[src/hw/rtl/tdss_pkg.sv]
// -----------------------------------------------------------------------------
// Twin door stepper sequencer - package
// Types, codes and reset values shared by the sequencer modules.
// -----------------------------------------------------------------------------
package tdss_pkg;

    localparam int CFG_DATA_W  = 32;
    localparam int CFG_INDEX_W = 3;

    localparam logic [15:0] PULSE_HIGH_RST = 16'd5;
    localparam logic [15:0] PULSE_LOW_RST  = 16'd700;
    localparam logic [15:0] MAX_STEP_RST   = 16'd10000;
    localparam logic [31:0] CLOSE_WAIT_RST = 32'd10000000;
    localparam logic [31:0] SETTLE_RST     = 32'd100000;

    typedef enum logic [CFG_INDEX_W-1:0] {
        CFG_PULSE_HIGH = 3'd0,
        CFG_PULSE_LOW  = 3'd1,
        CFG_MAX_STEP   = 3'd2,
        CFG_CLOSE_WAIT = 3'd3,
        CFG_SETTLE     = 3'd4
    } cfg_index_t;

    typedef struct packed {
        logic [15:0] pulse_high_ticks;
        logic [15:0] pulse_low_ticks;
        logic [15:0] max_step_count;
        logic [31:0] close_wait_ticks;
        logic [31:0] settle_ticks;
    } cfg_t;

    typedef struct packed {
        logic open_request;
        logic close_request;
        logic limit_open_a;
        logic limit_closed_a;
        logic limit_open_b;
        logic limit_closed_b;
    } in_beat_t;

    typedef struct packed {
        logic       step_out_a;
        logic       step_out_b;
        logic       dir_out;
        logic       enable_n_out;
        logic [2:0] phase_out;
    } out_beat_t;

    typedef enum logic [5:0] {
        PH_IDLE         = 6'b000001,
        PH_SETTLE_OPEN  = 6'b000010,
        PH_OPENING      = 6'b000100,
        PH_WAITING      = 6'b001000,
        PH_SETTLE_CLOSE = 6'b010000,
        PH_CLOSING      = 6'b100000
    } phase_t;

    localparam logic [2:0] PHC_IDLE         = 3'd0;
    localparam logic [2:0] PHC_SETTLE_OPEN  = 3'd1;
    localparam logic [2:0] PHC_OPENING      = 3'd2;
    localparam logic [2:0] PHC_WAITING      = 3'd3;
    localparam logic [2:0] PHC_SETTLE_CLOSE = 3'd4;
    localparam logic [2:0] PHC_CLOSING      = 3'd5;

    function automatic logic [2:0] phase_code(input phase_t ph);
        logic [2:0] code;
        unique case (ph)
            PH_IDLE:         code = PHC_IDLE;
            PH_SETTLE_OPEN:  code = PHC_SETTLE_OPEN;
            PH_OPENING:      code = PHC_OPENING;
            PH_WAITING:      code = PHC_WAITING;
            PH_SETTLE_CLOSE: code = PHC_SETTLE_CLOSE;
            PH_CLOSING:      code = PHC_CLOSING;
            default:         code = PHC_IDLE;
        endcase
        return code;
    endfunction

endpackage

[src/hw/rtl/tdss_cfg_regs.sv]
// -----------------------------------------------------------------------------
// Twin door stepper sequencer - configuration registers
// Decodes writes on the plain write port into the five timing registers.
// -----------------------------------------------------------------------------
module tdss_cfg_regs
    import tdss_pkg::*;
(
    input  logic                   aclk,
    input  logic                   aresetn,
    input  logic                   cfg_we,
    input  logic [CFG_INDEX_W-1:0] cfg_index,
    input  logic [CFG_DATA_W-1:0]  cfg_wdata,
    output cfg_t                   cfg
);

    cfg_t cfg_reg;

    always_ff @(posedge aclk) begin
        if (!aresetn) begin
            cfg_reg.pulse_high_ticks <= PULSE_HIGH_RST;
            cfg_reg.pulse_low_ticks  <= PULSE_LOW_RST;
            cfg_reg.max_step_count   <= MAX_STEP_RST;
            cfg_reg.close_wait_ticks <= CLOSE_WAIT_RST;
            cfg_reg.settle_ticks     <= SETTLE_RST;
        end else if (cfg_we) begin
            unique case (cfg_index_t'(cfg_index))
                CFG_PULSE_HIGH: cfg_reg.pulse_high_ticks <= cfg_wdata[15:0];
                CFG_PULSE_LOW:  cfg_reg.pulse_low_ticks  <= cfg_wdata[15:0];
                CFG_MAX_STEP:   cfg_reg.max_step_count   <= cfg_wdata[15:0];
                CFG_CLOSE_WAIT: cfg_reg.close_wait_ticks <= cfg_wdata;
                CFG_SETTLE:     cfg_reg.settle_ticks     <= cfg_wdata;
                default: ;
            endcase
        end
    end

    assign cfg = cfg_reg;

endmodule

[src/hw/rtl/tdss_in_reg.sv]
// -----------------------------------------------------------------------------
// Twin door stepper sequencer - input register
// Captures one input beat and holds it until the sequencer takes it.
// -----------------------------------------------------------------------------
module tdss_in_reg
    import tdss_pkg::*;
(
    input  logic     aclk,
    input  logic     aresetn,
    input  logic     in_valid,
    output logic     in_ready,
    input  in_beat_t in_beat,
    output logic     hold_valid,
    input  logic     hold_take,
    output in_beat_t hold_beat
);

    logic     valid_reg;
    in_beat_t beat_reg;

    assign in_ready = !valid_reg || hold_take;

    always_ff @(posedge aclk) begin
        if (!aresetn) begin
            valid_reg <= 1'b0;
        end else if (in_ready) begin
            valid_reg <= in_valid;
        end
    end

    always_ff @(posedge aclk) begin
        if (in_ready && in_valid) begin
            beat_reg <= in_beat;
        end
    end

    assign hold_valid = valid_reg;
    assign hold_beat  = beat_reg;

endmodule

[src/hw/rtl/tdss_core.sv]
// -----------------------------------------------------------------------------
// Twin door stepper sequencer - sequencing core
// Phase, pulse and step state with the per-tick next-state logic.
// -----------------------------------------------------------------------------
module tdss_core
    import tdss_pkg::*;
(
    input  logic      aclk,
    input  logic      aresetn,
    input  cfg_t      cfg,
    input  logic      advance,
    input  in_beat_t  beat,
    output out_beat_t result
);

    phase_t      phase_reg, phase_next;
    logic        pulse_is_high_reg, pulse_is_high_next;
    logic [31:0] delay_count_reg, delay_count_next;
    logic [15:0] step_count_reg, step_count_next;
    logic [1:0]  motor_active_reg, motor_active_next;
    logic        direction_reg, direction_next;
    logic        enable_n_reg, enable_n_next;

    logic [15:0] hi_ticks;
    logic [15:0] lo_ticks;
    logic        do_step;
    logic [15:0] step_base;
    logic        closing;
    logic [1:0]  step_bits;
    logic [31:0] delay_inc;

    assign hi_ticks  = (cfg.pulse_high_ticks == 16'd0) ? 16'd1 : cfg.pulse_high_ticks;
    assign lo_ticks  = (cfg.pulse_low_ticks == 16'd0) ? 16'd1 : cfg.pulse_low_ticks;
    assign delay_inc = delay_count_reg + 32'd1;

    always_comb begin
        phase_next         = phase_reg;
        pulse_is_high_next = pulse_is_high_reg;
        delay_count_next   = delay_count_reg;
        step_count_next    = step_count_reg;
        motor_active_next  = motor_active_reg;
        direction_next     = direction_reg;
        enable_n_next      = enable_n_reg;
        do_step            = 1'b0;
        step_base          = step_count_reg;

        unique case (phase_reg)
            PH_IDLE: begin
                if (beat.open_request || beat.close_request) begin
                    phase_next         = beat.open_request ? PH_SETTLE_OPEN : PH_SETTLE_CLOSE;
                    direction_next     = !beat.open_request;
                    enable_n_next      = 1'b0;
                    delay_count_next   = 32'd0;
                    pulse_is_high_next = 1'b0;
                    motor_active_next  = 2'b00;
                end
            end
            PH_SETTLE_OPEN, PH_SETTLE_CLOSE: begin
                if (delay_count_reg >= cfg.settle_ticks) begin
                    phase_next = (phase_reg == PH_SETTLE_OPEN) ? PH_OPENING : PH_CLOSING;
                    do_step    = 1'b1;
                    step_base  = 16'd0;
                end else begin
                    delay_count_next = delay_inc;
                end
            end
            PH_OPENING, PH_CLOSING: begin
                if (pulse_is_high_reg) begin
                    if (delay_count_reg >= {16'd0, hi_ticks}) begin
                        pulse_is_high_next = 1'b0;
                        delay_count_next   = 32'd1;
                    end else begin
                        delay_count_next = delay_inc;
                    end
                end else if (delay_count_reg >= {16'd0, lo_ticks}) begin
                    do_step = 1'b1;
                end else begin
                    delay_count_next = delay_inc;
                end
            end
            PH_WAITING: begin
                if (delay_count_reg >= cfg.close_wait_ticks) begin
                    phase_next         = PH_SETTLE_CLOSE;
                    direction_next     = 1'b1;
                    enable_n_next      = 1'b0;
                    delay_count_next   = 32'd0;
                    pulse_is_high_next = 1'b0;
                    motor_active_next  = 2'b00;
                end else begin
                    delay_count_next = delay_inc;
                end
            end
            default: begin
                phase_next         = PH_IDLE;
                pulse_is_high_next = 1'b0;
                motor_active_next  = 2'b00;
                delay_count_next   = 32'd0;
            end
        endcase

        closing   = (phase_next == PH_CLOSING);
        step_bits = closing ? {!beat.limit_closed_b, !beat.limit_closed_a}
                            : {!beat.limit_open_b, !beat.limit_open_a};

        if (do_step) begin
            step_count_next = step_base;
            if ((step_base >= cfg.max_step_count) || (step_bits == 2'b00)) begin
                // end of move
                pulse_is_high_next = 1'b0;
                motor_active_next  = 2'b00;
                delay_count_next   = 32'd0;
                if (closing) begin
                    phase_next    = PH_IDLE;
                    enable_n_next = 1'b1;
                end else begin
                    phase_next = PH_WAITING;
                end
            end else begin
                motor_active_next  = step_bits;
                pulse_is_high_next = 1'b1;
                delay_count_next   = 32'd1;
                step_count_next    = step_base + 16'd1;
            end
        end
    end

    always_ff @(posedge aclk) begin
        if (!aresetn) begin
            phase_reg         <= PH_IDLE;
            pulse_is_high_reg <= 1'b0;
            delay_count_reg   <= 32'd0;
            step_count_reg    <= 16'd0;
            motor_active_reg  <= 2'b00;
            direction_reg     <= 1'b0;
            enable_n_reg      <= 1'b0;
        end else if (advance) begin
            phase_reg         <= phase_next;
            pulse_is_high_reg <= pulse_is_high_next;
            delay_count_reg   <= delay_count_next;
            step_count_reg    <= step_count_next;
            motor_active_reg  <= motor_active_next;
            direction_reg     <= direction_next;
            enable_n_reg      <= enable_n_next;
        end
    end

    assign result.step_out_a   = pulse_is_high_next && motor_active_next[0];
    assign result.step_out_b   = pulse_is_high_next && motor_active_next[1];
    assign result.dir_out      = direction_next;
    assign result.enable_n_out = enable_n_next;
    assign result.phase_out    = phase_code(phase_next);

endmodule

[src/hw/rtl/tdss_out_reg.sv]
// -----------------------------------------------------------------------------
// Twin door stepper sequencer - result register
// Holds one result beat until the downstream side takes it.
// -----------------------------------------------------------------------------
module tdss_out_reg
    import tdss_pkg::*;
(
    input  logic      aclk,
    input  logic      aresetn,
    input  logic      load,
    output logic      load_ready,
    input  out_beat_t load_beat,
    output logic      out_valid,
    input  logic      out_ready,
    output out_beat_t out_beat
);

    logic      valid_reg;
    out_beat_t beat_reg;

    assign load_ready = !valid_reg || out_ready;

    always_ff @(posedge aclk) begin
        if (!aresetn) begin
            valid_reg <= 1'b0;
        end else if (load_ready) begin
            valid_reg <= load;
        end
    end

    always_ff @(posedge aclk) begin
        if (load) begin
            beat_reg <= load_beat;
        end
    end

    assign out_valid = valid_reg;
    assign out_beat  = beat_reg;

endmodule

[src/hw/rtl/twin_door_stepper_sequencer_unit.sv]
// -----------------------------------------------------------------------------
// Twin door stepper sequencer unit
// Sequences two door steppers through settle, step and wait phases per tick.
// -----------------------------------------------------------------------------
//  channel  | handshake            | payload
//  ---------+----------------------+---------------------------------------------
//  s_       | s_valid / s_ready    | request levels and four limit switches
//  m_       | m_valid / m_ready    | step levels, direction, enable_n, phase
//  cfg_     | cfg_we               | cfg_index, cfg_wdata (five timing registers)
//
//  One beat in gives one beat out; a new beat is taken every cycle while m_ does not stall.
//  Each beat passes the input register, then the core logic into the result register.
//  A stall on m_ holds the result register and backs up through the input register.
//  Reset (aresetn low, synchronous) returns to idle with the drivers enabled.
// -----------------------------------------------------------------------------
module twin_door_stepper_sequencer_unit
    import tdss_pkg::*;
(
    input  logic                   aclk,
    input  logic                   aresetn,
    input  logic                   cfg_we,
    input  logic [CFG_INDEX_W-1:0] cfg_index,
    input  logic [CFG_DATA_W-1:0]  cfg_wdata,
    input  logic                   s_valid,
    output logic                   s_ready,
    input  logic                   s_open_request,
    input  logic                   s_close_request,
    input  logic                   s_limit_open_a,
    input  logic                   s_limit_closed_a,
    input  logic                   s_limit_open_b,
    input  logic                   s_limit_closed_b,
    output logic                   m_valid,
    input  logic                   m_ready,
    output logic                   m_step_out_a,
    output logic                   m_step_out_b,
    output logic                   m_dir_out,
    output logic                   m_enable_n_out,
    output logic [2:0]             m_phase_out
);

    cfg_t      cfg;
    in_beat_t  s_beat;
    in_beat_t  hold_beat;
    logic      hold_valid;
    logic      load_ready;
    logic      advance;
    out_beat_t core_result;
    out_beat_t m_beat;

    assign s_beat.open_request   = s_open_request;
    assign s_beat.close_request  = s_close_request;
    assign s_beat.limit_open_a   = s_limit_open_a;
    assign s_beat.limit_closed_a = s_limit_closed_a;
    assign s_beat.limit_open_b   = s_limit_open_b;
    assign s_beat.limit_closed_b = s_limit_closed_b;

    assign advance = hold_valid && load_ready;

    tdss_cfg_regs u_cfg (
        .aclk      (aclk),
        .aresetn   (aresetn),
        .cfg_we    (cfg_we),
        .cfg_index (cfg_index),
        .cfg_wdata (cfg_wdata),
        .cfg       (cfg)
    );

    tdss_in_reg u_in (
        .aclk       (aclk),
        .aresetn    (aresetn),
        .in_valid   (s_valid),
        .in_ready   (s_ready),
        .in_beat    (s_beat),
        .hold_valid (hold_valid),
        .hold_take  (advance),
        .hold_beat  (hold_beat)
    );

    tdss_core u_core (
        .aclk    (aclk),
        .aresetn (aresetn),
        .cfg     (cfg),
        .advance (advance),
        .beat    (hold_beat),
        .result  (core_result)
    );

    tdss_out_reg u_out (
        .aclk       (aclk),
        .aresetn    (aresetn),
        .load       (advance),
        .load_ready (load_ready),
        .load_beat  (core_result),
        .out_valid  (m_valid),
        .out_ready  (m_ready),
        .out_beat   (m_beat)
    );

    assign m_step_out_a   = m_beat.step_out_a;
    assign m_step_out_b   = m_beat.step_out_b;
    assign m_dir_out      = m_beat.dir_out;
    assign m_enable_n_out = m_beat.enable_n_out;
    assign m_phase_out    = m_beat.phase_out;

endmodule

[config.mk]
export PLATFORM = sky130hd
export DESIGN_NAME = twin_door_stepper_sequencer_unit
export DESIGN_NICKNAME = d
export VERILOG_FILES = /design/src/hw/rtl/tdss_pkg.sv /design/src/hw/rtl/tdss_cfg_regs.sv /design/src/hw/rtl/tdss_in_reg.sv /design/src/hw/rtl/tdss_core.sv /design/src/hw/rtl/tdss_out_reg.sv /design/src/hw/rtl/twin_door_stepper_sequencer_unit.sv
export SDC_FILE = /design/constraint.sdc
export NUM_CORES = 1
export LEC_CHECK = 0
export BUFFER_PORTS_ARGS = -buffer_cell sky130_fd_sc_hd__buf_2
export CORE_ASPECT_RATIO = 2
export CORE_MARGIN = 4
export CORE_UTILIZATION = 46
export DETAILED_ROUTE_END_ITERATION = 7
export GPL_TIMING_DRIVEN = 0
export PLACE_DENSITY = 0.61
export SETUP_SLACK_MARGIN = 0.15
export SLEW_MARGIN = 30
export SYNTH_ARGS = -nofsm -noshare
export SYNTH_HDL_FRONTEND = slang
export SYNTH_SLANG_ARGS = --single-unit
[constraint.sdc]
create_clock -name aclk -period 6.9 [get_ports aclk]
set_input_delay 1.725 -clock aclk [delete_from_list [all_inputs] [get_ports aclk]]
set_output_delay 1.725 -clock aclk [all_outputs]
set_load 0.02 [all_outputs]
==> impl_metrics.env <==
export IMPL_rows=78
export IMPL_worstHoldStart="u_cfg.cfg[33]"
export IMPL_tns_ns=0
export IMPL_io_pins=55
export IMPL_grt_usage=0.264
export IMPL_fin_nets=1590
export IMPL_drv_slew=0
export IMPL_layout_common_cells="nand2_1 (279), dfxtp_1 (173), a21oi_1 (154)"
export IMPL_synth_largest_area_cell="dfxtp_1"
export IMPL_crit_path_max_fanout=10
export IMPL_start_util=0.470
export IMPL_p_leak_nw=4.72
export IMPL_grt_pass1_vias=9578
export IMPL_die_h_um=223
export IMPL_crit_arrival_ns=6.44
export IMPL_worstPathRequired_ns=7.24
export IMPL_synth_edf_count=13
export IMPL_layout_commonest_cell="nand2_1"
export IMPL_path_cells="ha_1 -> a211oi_1 -> o21ai_0 -> a41oi_2 -> o21ai_0 -> a21o_1 -> nand2_1 -> clkbuf_1 -> clkbuf_1 -> and2_1 -> ha_1 -> a21oi_1 -> o21ai_0 -> a221oi_1 -> o31a_1 -> nand2_1 -> nor3_2 -> or2_2 -> clkbuf_1 -> nand4_1 -> mux2_2"
export IMPL_port_buffers=53
export IMPL_drive_above_1_share=0.0797
export IMPL_synth_seq_cells=186
export IMPL_htreeDepth=4
export IMPL_cp_depth=21
export IMPL_die_area_um2=25900
export IMPL_endpoint="u_core.step_count_reg[9]"
export IMPL_cts_sinks=186
export IMPL_synth_top_area_share=0.324
export IMPL_cts_tree="yes"
export IMPL_routedWlPerCell_um=19.5
export IMPL_rsz0062_at_grt="false"
export IMPL_syn_area_per_cell_um2=7.86
export IMPL_fin_crit_sh=0.883
export IMPL_power_frac_seq=0.495
export IMPL_worstSetupPathType="register to register"
export IMPL_min_period_ns=6.09
export IMPL_post_cts_buffers=0
export IMPL_worst_path_dominant_cell_family="compound AO/OA/AOI/OAI gates"
export IMPL_yosysSeqAreaShare=0.361
export IMPL_worst_pin_slew_ns=0.849
export IMPL_antenna_left=0
export IMPL_dp_hpwl_um=26500
export IMPL_worst_setup_path_start_kind="register"
export IMPL_worstSkewPairLatency_ns=0.46
export IMPL_clockBufferDepth=2
export IMPL_hold_slack_ns=0.456
export IMPL_vias_per_cell=5.69
export IMPL_ys_types=71
export IMPL_cts_buffers=17
export IMPL_syn_nets=1518
export IMPL_first_iter_violations=592
export IMPL_first_pass_iters=7
export IMPL_timing_critical_path_buf_inv=3
export IMPL_synth_area_um2=10700
export IMPL_r2r_end="u_core.step_count_reg[9]"
export IMPL_cap_violations=0
export IMPL_synth_area_leaders="dfxtp_1 (32%), ha_1 (13%), nand2_1 (9.8%)"
export IMPL_vdd_drop_max_uv=183
export IMPL_design_core_area_um2=22700
export IMPL_overflow=0
export IMPL_end_kind="register"
export IMPL_gp_congestion=0.928
export IMPL_hold_path_class="register to register"
export IMPL_slew_headroom=0.434
export IMPL_fin_worst_skew_ns=0.00906
export IMPL_p_comb_frac=0.083
export IMPL_placed_area_um2=11300
export IMPL_worst_path_largest_cell_delay_ns=0.65
export IMPL_clk_pin_slew_ns=0.07
export IMPL_p_int_w=0.00168
export IMPL_die_w_um=116
export IMPL_reg2reg_depth=21
export IMPL_grt_pass1_wl_um=51400
export IMPL_num_antenna_cells=0
export IMPL_netlist_instances=1358
export IMPL_power_switching_w=0.000598
export IMPL_syn_to_final_growth_pct=11.1
export IMPL_cts_root_buffer="clkbuf_16"
export IMPL_setup_viol=0
export IMPL_powerDensity_nw_per_um2=192
export IMPL_sw_frac_of_total=0.263
export IMPL_r2r_start="u_core.delay_count_reg[2]"
export IMPL_timing_fmax_mhz=164
export IMPL_r2r_slack_ns=0.81
export IMPL_antenna_found_initial=0
export IMPL_clockPowerShare=0.423
export IMPL_largest_reg_flops=112
export IMPL_async_flop_share=0
export IMPL_synth_main_ff_cell="dfxtp_1"
export IMPL_slowest_stage="dfxtp_1"
export IMPL_finalHoldViolCount=0
export IMPL_drt_drc_violations_left=0
export IMPL_wirelength_um=33600
export IMPL_design_area_um2=11900
export IMPL_grt_max_degree=17
export IMPL_critPathLaunch="u_core.delay_count_reg[2]"
export IMPL_vias=9796
export IMPL_status="completed"
export IMPL_yosys_warnings=0
-- repair_timing --
item / 4_1_cts / 5_1_grt
hold buffers: 0 / 0
setup endpoints to repair: 0 / 1
hold endpoints to repair: 0 / 0
gates resized for setup: 0 / 1
-- worst register-to-register path, stage by stage (launching register included) --
cell and delay [ns]:
dfxtp_1 0.65, ha_1 0.36, a211oi_1 0.22, o21ai_0 0.15, a41oi_2 0.36, o21ai_0 0.19, a21o_1 0.28, nand2_1 0.17
clkbuf_1 0.38, clkbuf_1 0.30, and2_1 0.20, ha_1 0.25, a21oi_1 0.15, o21ai_0 0.10, a221oi_1 0.30, o31a_1 0.42
nand2_1 0.20, nor3_2 0.37, or2_2 0.18, clkbuf_1 0.26, nand4_1 0.20, mux2_2 0.30
-- through the flow --
stage	util	instances	total power (W)	setup slack [ns]
global placement	0.497	1691	0.00133	0.729
finish	0.522	1723	0.00227	0.807
global route	0.522	1723	0.00236	0.378
detailed placement	0.497	1691	0.00134	0.695
floorplan	-	1358	0.00126	2.34
CTS	0.522	1723	0.00229	0.662
-- final cells by class --
| cell class | count | area, µm² |
|---|---|---|
| Fill cell | 2275 | 10900 |
| Multi-Input combinational cell | 992 | 6150 |
| Sequential cell | 186 | 3850 |
| Inverter | 121 | 454 |
| Clock buffer | 18 | 439 |
| Tap cell | 280 | 350 |
| Timing Repair Buffer | 53 | 265 |
| Buffer | 59 | 226 |
| Clock inverter | 14 | 124 |
-- synthesized netlist by cell type, types with 7 or more instances --
master and n:
nand2_1 279, dfxtp_1 173, a21oi_1 154, inv_1 119, ha_1 114, nor2_1 53, clkbuf_1 50, o21ai_0 46
nand3_1 39, o211ai_1 31, nand4_1 27, nor3_1 23, and2_1 22, and3_1 21, nor2b_1 20, nor4_1 15
edfxtp_1 13, o21a_1 10, xnor2_1 10, or3_1 9, a211oi_1 8, a21o_1 7, a31oi_1 7, and4_1 7
xor2_1 7
-- cells by family after synthesis --
family,share of synthesized area
AO/OA/AOI/OAI,0.172
AND/OR/NAND/NOR,0.245
XOR/XNOR,0.0139
adder cells (fa/ha/maj),0.134
multiplexers,0.0110
flip-flops,0.361
buffers and inverters,0.0637
-- routing by layer --
| metal | vias to the layer above | track usage | part of all wire |
|---|---|---|---|
| met4 | 0 | 0.157 | 0.068 |
| met5 | - | 0 | 0 |
| li1 | 4871 | - | - |
| met1 | 4602 | 0.257 | 0.35 |
| met3 | 103 | 0.0483 | 0.032 |
| met2 | 220 | 0.500 | 0.55 |
-- power groups by stage --
stage | registers [W] | logic, W | clock network [W]
5_1_grt | 0.00113 | 0.000209 | 0.00102
3_3_place_gp | 0.00115 | 0.000185 | 0
6_report | 0.00112 | 0.000188 | 0.000962
2_1_floorplan | 0.00115 | 0.000110 | 0
3_5_place_dp | 0.00115 | 0.000187 | 0
4_1_cts | 0.00112 | 0.000188 | 0.000979
-- how the worst min path moves through the flow --
| stage | to | cells after the start | slack (ns) |
|---|---|---|---|
| final | u_cfg.cfg[33] | 2 | 0.46 |
| after detailed placement | u_cfg.cfg[61] | 2 | 0.45 |
| after CTS | u_cfg.cfg[61] | 2 | 0.46 |
| after global placement | u_cfg.cfg[2] | 2 | 0.44 |
| after global routing | u_cfg.cfg[40] | 2 | 0.47 |
| after floorplan | u_cfg.cfg[11] | 2 | 0.44 |
(Power assumes the default switching activity.)
